**src/rtl/knps_pkg.sv**
```systemverilog
`timescale 1ns / 1ps
// knps_pkg: shared widths, constants, register indexes, state codes and
// controller/datapath command and status structs for the k-nearest selector
// no dependencies

package knps_pkg;

    localparam int COORD_W = 12;
    localparam int ID_W    = 16;
    localparam int LIMIT_W = 25;
    localparam int SQ_W    = 24;
    localparam int CAND_W  = 25;
    localparam int DIST_W  = 49;
    localparam int ADDR_W  = 4;
    localparam int DATA_W  = 32;

    localparam int K_DEFAULT = 7;

    localparam logic [LIMIT_W-1:0] LIMIT_RESET = 25'd16777216;
    localparam logic [DIST_W-1:0]  DIST_RESET  = 49'h1_0000_0000_0000;
    localparam logic [DIST_W-1:0]  DIST_MAX    = {DIST_W{1'b1}};

    // register indexes, byte address is 4 * index
    localparam logic [1:0] REG_QUERY_X = 2'd0;
    localparam logic [1:0] REG_QUERY_Y = 2'd1;
    localparam logic [1:0] REG_LIMIT   = 2'd2;

    typedef enum logic [4:0] {
        S_IDLE    = 5'b00001,
        S_SQUARE  = 5'b00010,
        S_COMPARE = 5'b00100,
        S_SCAN    = 5'b01000,
        S_EMIT    = 5'b10000
    } state_t;

    typedef struct packed {
        logic capture;
        logic square;
        logic compare;
        logic scan;
        logic emit;
    } ctrl_cmd_t;

    typedef struct packed {
        logic replace;
        logic last_item;
        logic scan_done;
        logic emit_done;
        logic out_free;
    } dpath_status_t;

endpackage

```
**src/rtl/k_nearest_point_selector_unit.sv**
```systemverilog
`timescale 1ns / 1ps
// k_nearest_point_selector_unit: top level of the k-nearest point selector
// instantiates knps_cfg, knps_ctrl and knps_dpath; uses knps_pkg
//
//  channel  | handshake           | payload
//  ---------+---------------------+---------------------------------------------
//  input    | in_valid / in_stall | first, last, cand_x, cand_y, cand_id
//  output   | out_valid/out_stall | slot_valid, neighbour_id, neighbour_dist_sq,
//           |                     | slot_last
//  config   | psel/penable/pready | paddr, pwrite, pwdata, prdata
//
// a candidate goes through capture, square and compare, and through the worst-slot
// rescan as well when it replaces a slot; the rescan reads one slot a cycle
// an item marked last then adds K result transactions, one per cycle while the
// output side takes them, the output register lets the next candidate be accepted
// while the final slot still waits
// rst_n clears the slots to 2^48 with id zero, worst slot to zero, limit to 2^24
// out_stall holds the output register and the emit sequence, in_stall is high while an item is in work

module k_nearest_point_selector_unit
#(
    parameter int K = knps_pkg::K_DEFAULT
)
(
    input  logic                              clk,
    input  logic                              rst_n,

    // candidate transactions
    input  logic                              in_valid,
    output logic                              in_stall,
    input  logic                              first,
    input  logic                              last,
    input  logic [knps_pkg::COORD_W-1:0]      cand_x,
    input  logic [knps_pkg::COORD_W-1:0]      cand_y,
    input  logic [knps_pkg::ID_W-1:0]         cand_id,

    // neighbour slot transactions
    output logic                              out_valid,
    input  logic                              out_stall,
    output logic                              slot_valid,
    output logic [knps_pkg::ID_W-1:0]         neighbour_id,
    output logic [knps_pkg::DIST_W-1:0]       neighbour_dist_sq,
    output logic                              slot_last,

    // register access
    input  logic                              psel,
    input  logic                              penable,
    input  logic                              pwrite,
    input  logic [knps_pkg::ADDR_W-1:0]       paddr,
    input  logic [knps_pkg::DATA_W-1:0]       pwdata,
    output logic [knps_pkg::DATA_W-1:0]       prdata,
    output logic                              pready
);

    // query point and limit squared; user keeps them stable while a candidate is in work, not enforced by the block
    logic [knps_pkg::COORD_W-1:0] query_x;
    logic [knps_pkg::COORD_W-1:0] query_y;
    logic [knps_pkg::DIST_W-1:0]  limit_sq;

    // controller to datapath and back
    knps_pkg::ctrl_cmd_t     cmd;
    knps_pkg::dpath_status_t status;

    knps_cfg u_cfg
    (
        .clk      (clk),
        .rst_n    (rst_n),
        .psel     (psel),
        .penable  (penable),
        .pwrite   (pwrite),
        .paddr    (paddr),
        .pwdata   (pwdata),
        .prdata   (prdata),
        .pready   (pready),
        .query_x  (query_x),
        .query_y  (query_y),
        .limit_sq (limit_sq)
    );

    // sequencer: capture, square, compare, rescan, emit
    knps_ctrl u_ctrl
    (
        .clk      (clk),
        .rst_n    (rst_n),
        .in_valid (in_valid),
        .in_stall (in_stall),
        .status   (status),
        .cmd      (cmd)
    );

    // slot store, distance arithmetic and output register
    knps_dpath
    #(
        .K (K)
    )
    u_dpath
    (
        .clk               (clk),
        .rst_n             (rst_n),
        .cmd               (cmd),
        .status            (status),
        .first             (first),
        .last              (last),
        .cand_x            (cand_x),
        .cand_y            (cand_y),
        .cand_id           (cand_id),
        .query_x           (query_x),
        .query_y           (query_y),
        .limit_sq          (limit_sq),
        .out_valid         (out_valid),
        .out_stall         (out_stall),
        .slot_valid        (slot_valid),
        .neighbour_id      (neighbour_id),
        .neighbour_dist_sq (neighbour_dist_sq),
        .slot_last         (slot_last)
    );

endmodule

```
**src/rtl/knps_cfg.sv**
```systemverilog
`timescale 1ns / 1ps
// knps_cfg: configuration registers behind the apb-style port and the
// registered square of the limit distance, saturated only when product bit 49 is set; uses knps_pkg

module knps_cfg
(
    input  logic                                 clk,
    input  logic                                 rst_n,
    input  logic                                 psel,
    input  logic                                 penable,
    input  logic                                 pwrite,
    input  logic [knps_pkg::ADDR_W-1:0]          paddr,
    input  logic [knps_pkg::DATA_W-1:0]          pwdata,
    output logic [knps_pkg::DATA_W-1:0]          prdata,
    output logic                                 pready,
    output logic [knps_pkg::COORD_W-1:0]         query_x,
    output logic [knps_pkg::COORD_W-1:0]         query_y,
    output logic [knps_pkg::DIST_W-1:0]          limit_sq
);

    logic [knps_pkg::COORD_W-1:0] query_x_reg, query_x_next;
    logic [knps_pkg::COORD_W-1:0] query_y_reg, query_y_next;
    logic [knps_pkg::LIMIT_W-1:0] limit_reg, limit_next;
    logic [knps_pkg::DIST_W-1:0]  limit_sq_reg, limit_sq_next;
    logic [2*knps_pkg::LIMIT_W-1:0] limit_prod;
    logic [1:0] reg_index;
    logic       wr_en;

    assign pready    = 1'b1;
    assign reg_index = paddr[3:2];
    assign wr_en     = psel && penable && pwrite;

    always_comb
    begin
        query_x_next = query_x_reg;
        query_y_next = query_y_reg;
        limit_next   = limit_reg;
        if (wr_en)
        begin
            case (reg_index)
                knps_pkg::REG_QUERY_X: query_x_next = pwdata[knps_pkg::COORD_W-1:0];
                knps_pkg::REG_QUERY_Y: query_y_next = pwdata[knps_pkg::COORD_W-1:0];
                knps_pkg::REG_LIMIT:   limit_next   = pwdata[knps_pkg::LIMIT_W-1:0];
                default:               ;
            endcase
        end
    end

    always_comb
    begin
        case (reg_index)
            knps_pkg::REG_QUERY_X:
                prdata = {{(knps_pkg::DATA_W-knps_pkg::COORD_W){1'b0}}, query_x_reg};
            knps_pkg::REG_QUERY_Y:
                prdata = {{(knps_pkg::DATA_W-knps_pkg::COORD_W){1'b0}}, query_y_reg};
            knps_pkg::REG_LIMIT:
                prdata = {{(knps_pkg::DATA_W-knps_pkg::LIMIT_W){1'b0}}, limit_reg};
            default:
                prdata = '0;
        endcase
    end

    // square follows the limit in the next cycle, all ones only when product bit 49 is set, else truncated
    assign limit_prod = {{knps_pkg::LIMIT_W{1'b0}}, limit_reg} *
                        {{knps_pkg::LIMIT_W{1'b0}}, limit_reg};
    assign limit_sq_next = limit_prod[2*knps_pkg::LIMIT_W-1] ? knps_pkg::DIST_MAX
                         : limit_prod[knps_pkg::DIST_W-1:0];

    always_ff @(posedge clk or negedge rst_n)
    begin
        if (!rst_n)
        begin
            query_x_reg  <= '0;
            query_y_reg  <= '0;
            limit_reg    <= knps_pkg::LIMIT_RESET;
            limit_sq_reg <= knps_pkg::DIST_RESET;
        end
        else
        begin
            query_x_reg  <= query_x_next;
            query_y_reg  <= query_y_next;
            limit_reg    <= limit_next;
            limit_sq_reg <= limit_sq_next;
        end
    end

    assign query_x  = query_x_reg;
    assign query_y  = query_y_reg;
    assign limit_sq = limit_sq_reg;

endmodule

```
**src/rtl/knps_ctrl.sv**
```systemverilog
`timescale 1ns / 1ps
// knps_ctrl: one-hot sequencer for capture, square, compare, rescan and emit
// uses knps_pkg state and command/status types

module knps_ctrl
(
    input  logic                    clk,
    input  logic                    rst_n,
    input  logic                    in_valid,
    output logic                    in_stall,
    input  knps_pkg::dpath_status_t status,
    output knps_pkg::ctrl_cmd_t     cmd
);

    knps_pkg::state_t state_reg, state_next;

    always_comb
    begin
        state_next = state_reg;
        unique case (state_reg)
            knps_pkg::S_IDLE:
                if (in_valid)
                    state_next = knps_pkg::S_SQUARE;
            knps_pkg::S_SQUARE:
                state_next = knps_pkg::S_COMPARE;
            knps_pkg::S_COMPARE:
            begin
                priority if (status.replace)
                    state_next = knps_pkg::S_SCAN;
                else if (status.last_item)
                    state_next = knps_pkg::S_EMIT;
                else
                    state_next = knps_pkg::S_IDLE;
            end
            knps_pkg::S_SCAN:
                if (status.scan_done)
                    state_next = status.last_item ? knps_pkg::S_EMIT : knps_pkg::S_IDLE;
            knps_pkg::S_EMIT:
                if (status.out_free && status.emit_done)
                    state_next = knps_pkg::S_IDLE;
            default:
                state_next = knps_pkg::S_IDLE;
        endcase
    end

    always_ff @(posedge clk or negedge rst_n)
    begin
        if (!rst_n)
            state_reg <= knps_pkg::S_IDLE;
        else
            state_reg <= state_next;
    end

    assign in_stall    = (state_reg != knps_pkg::S_IDLE);
    assign cmd.capture = (state_reg == knps_pkg::S_IDLE) && in_valid;
    assign cmd.square  = (state_reg == knps_pkg::S_SQUARE);
    assign cmd.compare = (state_reg == knps_pkg::S_COMPARE);
    assign cmd.scan    = (state_reg == knps_pkg::S_SCAN);
    assign cmd.emit    = (state_reg == knps_pkg::S_EMIT);

endmodule

```
**src/rtl/knps_dpath.sv**
```systemverilog
`timescale 1ns / 1ps
// knps_dpath: candidate registers, squared distance, slot registers, worst-slot
// rescan and the result output register; uses knps_pkg

module knps_dpath
#(
    parameter int K = knps_pkg::K_DEFAULT
)
(
    input  logic                              clk,
    input  logic                              rst_n,
    input  knps_pkg::ctrl_cmd_t               cmd,
    output knps_pkg::dpath_status_t           status,
    input  logic                              first,
    input  logic                              last,
    input  logic [knps_pkg::COORD_W-1:0]      cand_x,
    input  logic [knps_pkg::COORD_W-1:0]      cand_y,
    input  logic [knps_pkg::ID_W-1:0]         cand_id,
    input  logic [knps_pkg::COORD_W-1:0]      query_x,
    input  logic [knps_pkg::COORD_W-1:0]      query_y,
    input  logic [knps_pkg::DIST_W-1:0]       limit_sq,
    output logic                              out_valid,
    input  logic                              out_stall,
    output logic                              slot_valid,
    output logic [knps_pkg::ID_W-1:0]         neighbour_id,
    output logic [knps_pkg::DIST_W-1:0]       neighbour_dist_sq,
    output logic                              slot_last
);

    localparam int W = (K > 1) ? $clog2(K) : 1;
    localparam logic [W-1:0] IDX_LAST = W'(K - 1);

    logic                          first_reg, first_next;
    logic                          last_reg, last_next;
    logic [knps_pkg::COORD_W-1:0]  cx_reg, cx_next;
    logic [knps_pkg::COORD_W-1:0]  cy_reg, cy_next;
    logic [knps_pkg::ID_W-1:0]     cid_reg, cid_next;
    logic [knps_pkg::SQ_W-1:0]     sqx_reg, sqx_next;
    logic [knps_pkg::SQ_W-1:0]     sqy_reg, sqy_next;

    logic [knps_pkg::DIST_W-1:0]   slot_dist_reg [K];
    logic [knps_pkg::DIST_W-1:0]   slot_dist_next [K];
    logic [knps_pkg::ID_W-1:0]     slot_id_reg [K];
    logic [knps_pkg::ID_W-1:0]     slot_id_next [K];

    logic [W-1:0]                  worst_idx_reg, worst_idx_next;
    logic [knps_pkg::DIST_W-1:0]   worst_dist_reg, worst_dist_next;
    logic [W-1:0]                  scan_w_reg, scan_w_next;
    logic [knps_pkg::DIST_W-1:0]   scan_wd_reg, scan_wd_next;
    logic [W-1:0]                  idx_reg, idx_next;

    logic                          out_valid_reg, out_valid_next;
    logic                          out_slot_valid_reg, out_slot_valid_next;
    logic [knps_pkg::ID_W-1:0]     out_id_reg, out_id_next;
    logic [knps_pkg::DIST_W-1:0]   out_dist_reg, out_dist_next;
    logic                          out_last_reg, out_last_next;

    logic [knps_pkg::COORD_W-1:0]  dx, dy;
    logic [knps_pkg::CAND_W-1:0]   cand_sum;
    logic [knps_pkg::DIST_W-1:0]   cand_dist;
    logic [knps_pkg::DIST_W-1:0]   rd_dist;
    logic [knps_pkg::ID_W-1:0]     rd_id;
    logic [W-1:0]                  step_w;
    logic [knps_pkg::DIST_W-1:0]   step_wd;
    logic                          idx_at_last;
    logic                          replace;
    logic                          out_free;

    assign dx = (cx_reg >= query_x) ? cx_reg - query_x : query_x - cx_reg;
    assign dy = (cy_reg >= query_y) ? cy_reg - query_y : query_y - cy_reg;
    assign sqx_next = dx * dx;
    assign sqy_next = dy * dy;

    assign cand_sum  = {1'b0, sqx_reg} + {1'b0, sqy_reg};
    assign cand_dist = {{(knps_pkg::DIST_W-knps_pkg::CAND_W){1'b0}}, cand_sum};
    // same x as the query skips the candidate, ties with the worst are rejected
    assign replace   = (cx_reg != query_x) && (cand_dist < worst_dist_reg);

    assign rd_dist     = slot_dist_reg[idx_reg];
    assign rd_id       = slot_id_reg[idx_reg];
    assign idx_at_last = (idx_reg == IDX_LAST);

    // in-order strictly-greater rescan, one slot per cycle
    assign step_w  = (rd_dist > scan_wd_reg) ? idx_reg : scan_w_reg;
    assign step_wd = (rd_dist > scan_wd_reg) ? rd_dist : scan_wd_reg;

    assign out_free = !out_valid_reg || !out_stall;

    assign first_next = cmd.capture ? first   : first_reg;
    assign last_next  = cmd.capture ? last    : last_reg;
    assign cx_next    = cmd.capture ? cand_x  : cx_reg;
    assign cy_next    = cmd.capture ? cand_y  : cy_reg;
    assign cid_next   = cmd.capture ? cand_id : cid_reg;

    always_comb
    begin
        slot_dist_next      = slot_dist_reg;
        slot_id_next        = slot_id_reg;
        worst_idx_next      = worst_idx_reg;
        worst_dist_next     = worst_dist_reg;
        scan_w_next         = scan_w_reg;
        scan_wd_next        = scan_wd_reg;
        idx_next            = idx_reg;
        out_valid_next      = out_valid_reg;
        out_slot_valid_next = out_slot_valid_reg;
        out_id_next         = out_id_reg;
        out_dist_next       = out_dist_reg;
        out_last_next       = out_last_reg;

        if (cmd.square && first_reg)
        begin
            for (int i = 0; i < K; i++)
            begin
                slot_dist_next[i] = limit_sq;
                slot_id_next[i]   = '0;
            end
            worst_idx_next  = '0;
            worst_dist_next = limit_sq;
        end

        if (cmd.compare && replace)
        begin
            slot_dist_next[worst_idx_reg] = cand_dist;
            slot_id_next[worst_idx_reg]   = cid_reg;
            scan_w_next                   = worst_idx_reg;
            scan_wd_next                  = cand_dist;
        end

        if (cmd.scan)
        begin
            scan_w_next  = step_w;
            scan_wd_next = step_wd;
            idx_next     = idx_at_last ? '0 : idx_reg + 1'b1;
            if (idx_at_last)
            begin
                worst_idx_next  = step_w;
                worst_dist_next = step_wd;
            end
        end

        if (cmd.emit && out_free)
        begin
            out_valid_next      = 1'b1;
            out_slot_valid_next = (rd_dist < limit_sq);
            out_id_next         = rd_id;
            out_dist_next       = rd_dist;
            out_last_next       = idx_at_last;
            idx_next            = idx_at_last ? '0 : idx_reg + 1'b1;
        end
        else if (!out_stall)
        begin
            out_valid_next = 1'b0;
        end
    end

    always_ff @(posedge clk or negedge rst_n)
    begin
        if (!rst_n)
        begin
            for (int i = 0; i < K; i++)
            begin
                slot_dist_reg[i] <= knps_pkg::DIST_RESET;
                slot_id_reg[i]   <= '0;
            end
            worst_idx_reg  <= '0;
            worst_dist_reg <= knps_pkg::DIST_RESET;
            idx_reg        <= '0;
            out_valid_reg  <= 1'b0;
        end
        else
        begin
            slot_dist_reg  <= slot_dist_next;
            slot_id_reg    <= slot_id_next;
            worst_idx_reg  <= worst_idx_next;
            worst_dist_reg <= worst_dist_next;
            idx_reg        <= idx_next;
            out_valid_reg  <= out_valid_next;
        end
    end

    always_ff @(posedge clk)
    begin
        first_reg          <= first_next;
        last_reg           <= last_next;
        cx_reg             <= cx_next;
        cy_reg             <= cy_next;
        cid_reg            <= cid_next;
        sqx_reg            <= sqx_next;
        sqy_reg            <= sqy_next;
        scan_w_reg         <= scan_w_next;
        scan_wd_reg        <= scan_wd_next;
        out_slot_valid_reg <= out_slot_valid_next;
        out_id_reg         <= out_id_next;
        out_dist_reg       <= out_dist_next;
        out_last_reg       <= out_last_next;
    end

    assign status.replace   = replace;
    assign status.last_item = last_reg;
    assign status.scan_done = idx_at_last;
    assign status.emit_done = idx_at_last;
    assign status.out_free  = out_free;

    assign out_valid         = out_valid_reg;
    assign slot_valid        = out_slot_valid_reg;
    assign neighbour_id      = out_id_reg;
    assign neighbour_dist_sq = out_dist_reg;
    assign slot_last         = out_last_reg;

    // cached worst distance must match the slot it points at between items
    assert property (@(posedge clk) disable iff (!rst_n)
        cmd.capture |-> (worst_dist_reg == slot_dist_reg[worst_idx_reg]))
        else $error("worst distance cache out of step with slots");

    // slot index is back at zero whenever a new candidate arrives
    assert property (@(posedge clk) disable iff (!rst_n)
        cmd.capture |-> (idx_reg == '0))
        else $error("slot index not rewound at capture");

    // rescan candidate worst tracks the slot it names
    assert property (@(posedge clk) disable iff (!rst_n)
        cmd.scan |-> (scan_wd_reg == slot_dist_reg[scan_w_reg]))
        else $error("rescan worst distance does not match its slot");

    // the final slot of a run closes the emit sequence
    assert property (@(posedge clk) disable iff (!rst_n)
        (cmd.emit && out_free && idx_at_last) |=> (out_valid_reg && out_last_reg))
        else $error("final slot not flagged");

endmodule

```
**config.mk**
```make
export PLATFORM = sky130hd
export DESIGN_NAME = k_nearest_point_selector_unit
export DESIGN_NICKNAME = d
export VERILOG_FILES = /design/src/rtl/knps_pkg.sv /design/src/rtl/k_nearest_point_selector_unit.sv /design/src/rtl/knps_cfg.sv /design/src/rtl/knps_ctrl.sv /design/src/rtl/knps_dpath.sv
export SDC_FILE = /design/constraint.sdc
export NUM_CORES = 2
export LEC_CHECK = 0
export ABC_AREA = 1
export BUFFER_PORTS_ARGS = -buffer_cell sky130_fd_sc_hd__buf_2
export CORE_MARGIN = 2
export CORE_UTILIZATION = 59
export CTS_CLUSTER_DIAMETER = 40
export DETAILED_ROUTE_END_ITERATION = 6
export PLACE_DENSITY = 0.79
export SLEW_MARGIN = 40
export SYNTH_ARGS = -nofsm -noshare
export SYNTH_HDL_FRONTEND = slang
export SYNTH_HIERARCHICAL = 1
export SYNTH_SLANG_ARGS = --single-unit
```
**constraint.sdc**
```tcl
create_clock -name clk -period 6.3 [get_ports clk]
set_clock_uncertainty 0.2 [all_clocks]
set_input_delay 1.26 -clock clk [delete_from_list [all_inputs] [get_ports clk]]
set_output_delay 1.26 -clock clk [all_outputs]
set_load 0.02 [all_outputs]
```
After elaboration in Yosys (flattened, before gate mapping). Index checks and enable logic that the tools add are counted.

Flip-flop bits (word level): 823. Output and inout port bits: 102. Logic and storage cells: 131.

$add $sub $neg: 6. Multipliers: 3. Order comparisons: 8. Equal/unequal tests: 14. Mux-type cells: 43. Bitwise operators: 2. Reduce and logical (&&, ||, !) cells: 19.

Operators with widths (count): two-way mux 343 bit (2); two-way mux 49 bit (10); bitwise mux 343 bit (1); two-way mux 112 bit (2); binary-select mux 49 bit (select 3 bit) (1); demux 49 bit (select 3 bit) (1); bitwise mux 112 bit (1); one-hot mux 25 bit (3 select lines) (1); multiplier 25 x 25 -> 50 bit (1); greater-than comparator 49 bit (1); less-than comparator 25 x 49 -> 1 bit (1); less-than comparator 49 bit (1); binary-select mux 16 bit (select 3 bit) (1); demux 16 bit (select 3 bit) (1); multiplier 12 x 12 -> 24 bit (2); two-way mux 16 bit (3); subtractor 12 bit (4); two-way mux 3 bit (9); adder 24 x 24 -> 25 bit (1); two-way mux 5 bit (5); one-hot mux 5 bit (5 select lines) (1); >= comparator 12 bit (2); two-way mux 12 bit (2); != test 12 bit (1); 23 further kinds (40).

Logic depth before layout (Yosys ltp).
Depth in word-level cells: 8. Mapped depth: 37. Gate-level depth less buffers: 37.

Cells and area by module. Netlist, hierarchy kept.

By module, submodules not included: knps_dpath (times used 1, cells an instance 7254, area each 51578.2 um^2); knps_cfg (times used 1, cells an instance 3030, area each 23493.8 um^2); knps_ctrl (times used 1, cells an instance 57, area each 370.4 um^2).

Least setup slack after synthesis. Ideal clock, no wire load.

Path type: register to register. Start point: register u_cfg/limit_reg[24] in the netlist's numbering. End point: register u_cfg.limit_sq_reg (netlist bit u_cfg/limit_sq[30]). Setup time: 120 ps. Arrival: 6253 ps. Required time: 5980 ps. Setup slack: -273 ps. Cell stages (with the launch flop): 28. Buffers on the path: 4. Clock period less this slack: 6573 ps. Path through: dfstp_2 -> buf_2 -> clkbuf_1 -> nand2_1 -> fa_1 -> inv_1 -> fa_1 -> fa_1 -> fa_1 -> fa_1 -> fa_1 -> inv_1 -> fa_1 -> inv_1 -> ha_1 -> nand2_2 -> nor2_2 -> inv_2 -> nor2_2 -> nand2_1 -> nor2_1 -> nand2_1 -> nand4_1 -> nand2_2 -> inv_2 -> buf_6 -> buf_6 -> nand2_2.

Word-level cells in the longest chain between the ends: 2.

RTL lines: start, declared (line knps_cfg.sv:23) `logic [knps_pkg::LIMIT_W-1:0] limit_reg, limit_next;`; start signal, assigned (line knps_cfg.sv:75) `limit_reg <= knps_pkg::LIMIT_RESET;`; start signal, assigned (line knps_cfg.sv:82) `limit_reg <= limit_next;`; multiplier 25 x 25 -> 50 bit (line knps_cfg.sv:64) `assign limit_prod = {{knps_pkg::LIMIT_W{1'b0}}, limit_reg} *`; two-way mux 49 bit (line knps_cfg.sv:66) `assign limit_sq_next = limit_prod[2*knps_pkg::LIMIT_W-1] ? knps_pkg::DIST_MAX`; via u_cfg.limit_sq_next (one bit) (line knps_cfg.sv:24) `logic [knps_pkg::DIST_W-1:0] limit_sq_reg, limit_sq_next;`; end signal, assigned (line knps_cfg.sv:76) `limit_sq_reg <= knps_pkg::DIST_RESET;`; end signal, assigned (line knps_cfg.sv:83) `limit_sq_reg <= limit_sq_next;`; end, declared (line knps_cfg.sv:24).

The timed path passes the listed nets, and every way through them passes these cells. A chain may end at the register's enable or synchronous reset.

Final worst setup path.
Start point: register u_dpath/cx_reg[0] in the netlist's numbering. End point: register u_dpath/sqx_reg[23] in the netlist's numbering.

Word-level cells in the longest chain between the ends: 3.

RTL lines: start, declared (line knps_dpath.sv:35) `logic [knps_pkg::COORD_W-1:0] cx_reg, cx_next;`; start signal, assigned (line knps_dpath.sv:185) `cx_reg <= cx_next;`; subtractor 12 bit / >= comparator 12 bit (equally long branches) (line knps_dpath.sv:69) `assign dx = (cx_reg >= query_x) ? cx_reg - query_x : query_x - cx_reg;`; two-way mux 12 bit (*) (line knps_dpath.sv:69); multiplier 12 x 12 -> 24 bit (*) (line knps_dpath.sv:71) `assign sqx_next = dx * dx;`; via u_dpath.sqx_next (one bit) (line knps_dpath.sv:38) `logic [knps_pkg::SQ_W-1:0] sqx_reg, sqx_next;`; end signal, assigned (line knps_dpath.sv:188) `sqx_reg <= sqx_next;`; end, declared (line knps_dpath.sv:38).

The timed path passes the listed nets; every way through them passes the cells marked *.

==> results.sh <==
export IMPL_grt_pass1_wl_um=364000
export IMPL_post_route_min_period_ns=6.63
export IMPL_setup_viol=67
export IMPL_crit_type="flip-flop to flip-flop"
export IMPL_finalCritPeriodShare=1.05
export IMPL_regArea_um2=21200
export IMPL_r2r_setup_slack_ns=-0.33
export IMPL_synth_top_cell_by_area="dfrtp_1"
export IMPL_worst_slack_ns=-0.325
export IMPL_syn_inst=10341
export IMPL_dp_hpwl_um=161000
export IMPL_synth_ff_type="dfrtp_1"
export IMPL_r2r_cells=34
export IMPL_critical_path_max_stage_delay_ns=0.57
export IMPL_cts_tree="done"
export IMPL_dr_pass1_iters=7
export IMPL_violations="negative setup slack"
export IMPL_worst_path_most_repeated_cell="inv_2"
export IMPL_fp_dieW_um=362
export IMPL_cts_buffers=117
export IMPL_synth_area_per_cell_um2=7.30
export IMPL_rsz0062_at_grt="true"
export IMPL_ctsLongestPathBuffers=3
export IMPL_cts_hold_buf=0
export IMPL_crit_arrival_ns=6.98
export IMPL_slew_viol_final=0
export IMPL_cts_sinks=821
export IMPL_hold_viol=0
export IMPL_num_vias=70602
export IMPL_slew_headroom=0.434
export IMPL_cp_start_kind="flip-flop"
export IMPL_fin_cells=12700
export IMPL_core_rowCount=131
export IMPL_yosys_area_top_type_share=0.200
export IMPL_grt_usage=0.349
export IMPL_worstHoldPathType="input pin to async pin"
export IMPL_grt_max_degree=167
export IMPL_fin_nets=12144
export IMPL_reg2reg_to="u_dpath/sqx_reg[23]$_DFF_P_"
export IMPL_drive_above_1_share=0.153
export IMPL_synth_warnings=6
export IMPL_r2r_start="u_dpath/cx_reg[0]$_DFFE_PP_"
export IMPL_avgViaCountPerCell=5.56
export IMPL_critPathSlowestCell="fa_1"
export IMPL_core_um2=127000
export IMPL_fmax_mhz=151
export IMPL_worstPathMaxFanout=5
export IMPL_wl_um=235000
export IMPL_seq_area_frac_synth=0.280
export IMPL_fillers=9554
export IMPL_htree_levels=3
export IMPL_clock_root_buffer="clkbuf_16"
export IMPL_ys_ff_latch=821
export IMPL_outcome="complete, but fails checks"
export IMPL_area_growth_pct=18.4
export IMPL_path_clk_slew_ns=0.06
export IMPL_fin_util=0.702
export IMPL_largest_reg_flops=343
export IMPL_yosysMostFrequentCell="nand2_1"
export IMPL_synth_edff_count=161
export IMPL_synth_area_top_cells="dfrtp_1 (20%), fa_1 (17%), nand2_1 (17%)"
export IMPL_clk_latency_ns=0.80
export IMPL_fp_dieArea_um2=131000
export IMPL_ios=187
export IMPL_drtIter0Drc=7896
export IMPL_maxCapViolCount=0
export IMPL_netlist_area_um2=75400
export IMPL_worst_setup_path_end_kind="flip-flop"
export IMPL_synth_distinct_cells=60
export IMPL_dp_cells=12398
export IMPL_drtAntennaViolNets=0
export IMPL_first_global_vias=70301
export IMPL_antenna_found_initial=2
export IMPL_drc_errors=0
export IMPL_multi_input_area_um2=46300
export IMPL_required_ns=6.66
export IMPL_overflow=0
export IMPL_worst_pin_slew_ns=0.846
export IMPL_wl_per_cell_um=18.5
export IMPL_async_reset_ff_frac=0.748
export IMPL_initial_core_util=0.593
export IMPL_die_height_um=362
export IMPL_place_congestion=0.974
export IMPL_setup_tns_ns=-11.79
export IMPL_synthTopCellsByCount="nand2_1 (3319), inv_1 (2139), nor2_1 (714)"
export IMPL_port_buffers=169
==> cell families after synthesis <==
kind of cell	Yosys count	share of synthesized area
other	2	0.0000995
and+or+nand+nor	4543	0.239
xor gates and xnor gates	114	0.0134
adders and majority gates	1127	0.250
DFF	821	0.280
AOI/OAI and AO/OA	1133	0.0832
buffers and inverters	2601	0.134
==> stage by stage <==
stage	area [um^2]	worst slack [ns]	hold slack, ns
after floorplan	75800	0.00344	0.275
after global placement	82000	-0.327	0.325
after detailed placement	82100	-0.442	0.331
after CTS	87300	-0.149	0.255
after global routing	89300	-0.556	0.300
final	89300	-0.325	0.270
==> layout by cell type (no fill, tap or decap), types with 24 or more instances in the layout <==
master,netlist,routed
nand3_1,315,300
o22ai_1,24,24
nor2_2,20,54
xnor2_1,49,42
nand2_4,0,45
a22oi_1,29,29
clkbuf_16,0,128
fa_2,0,35
dfrtp_1,603,592
nor2_1,714,657
inv_1,2139,2077
buf_6,10,44
ha_1,491,441
buf_4,41,626
o21ai_0,609,586
buf_12,0,43
nand4_1,51,51
ha_4,0,45
edfxtp_1,161,161
nor2_4,4,27
a21oi_1,287,247
a21oi_2,0,32
fa_1,636,601
dfxtp_1,46,46
nand2_2,45,142
buf_2,110,168
xor2_1,63,57
o211ai_1,64,64
inv_2,28,71
nand2_1,3319,3176
==> what timing repair did <==
action / CTS / global route
endpoints found under the hold margin: 0 / 0
setup endpoints to repair: 76 / 76
pin swaps: 82 / 205
cloned: 2 / 9
buffers inserted: 32 / 35
resized for setup: 153 / 435
==> worst max path at each step <==
stage | start | endpoint | slack (ns)
6_report | u_dpath/cx_reg[0]$_DFFE_PP_ | u_dpath/sqx_reg[23]$_DFF_P_ | -0.33
5_1_grt | u_dpath/cx_reg[0]$_DFFE_PP_ | u_dpath/sqx_reg[23]$_DFF_P_ | -0.56
4_1_cts | u_cfg/limit_reg[7]$_DFFE_PN0P_ | u_cfg/limit_sq[25]$_DFF_PN0_ | -0.15
3_5_place_dp | u_cfg/limit_reg[24]$_DFFE_PN1P_ | u_cfg/limit_sq[8]$_DFF_PN0_ | -0.44
3_3_place_gp | u_cfg/limit_reg[24]$_DFFE_PN1P_ | u_cfg/limit_sq[31]$_DFF_PN0_ | -0.33
2_1_floorplan | u_cfg/limit_reg[15]$_DFFE_PN0P_ | u_cfg/limit_sq[30]$_DFF_PN0_ | 0.003
==> final cells by class <==
| cell class | count | share of cell area |
|---|---|---|
| multi-input combinational | 6925 | 0.519 |
| sequential | 821 | 0.237 |
| inverter | 2171 | 0.0922 |
| timing repair buffer | 894 | 0.0807 |
| clock buffer | 142 | 0.0358 |
| tap | 1662 | 0.0233 |
| clock inverter | 82 | 0.0123 |
| timing repair inverter | 2 | 0.000168 |
| antenna | 1 | 0.0000280 |
==> critical path: cells and delay by family (launching register included) <==
kind	cells	cell delay [ns]
AND/OR/NAND/NOR	13	1.25
buffers and inverters	10	0.80
AO/OA/AOI/OAI	3	0.38
adder cells (fa/ha/maj)	8	3.42
flip-flops	1	0.43
==> per-layer routing <==
metal | global-route usage | part of all wire | wire, um
met5 | 0 | 0 | 0
met4 | 0.160 | 0.053 | 12400
met3 | 0.0756 | 0.11 | 26300
met2 | 0.556 | 0.45 | 107000
met1 | 0.456 | 0.38 | 89600
Power is not shown: default switching activity piles up to over one toggle a cycle in this logic, so the estimate is an artifact.
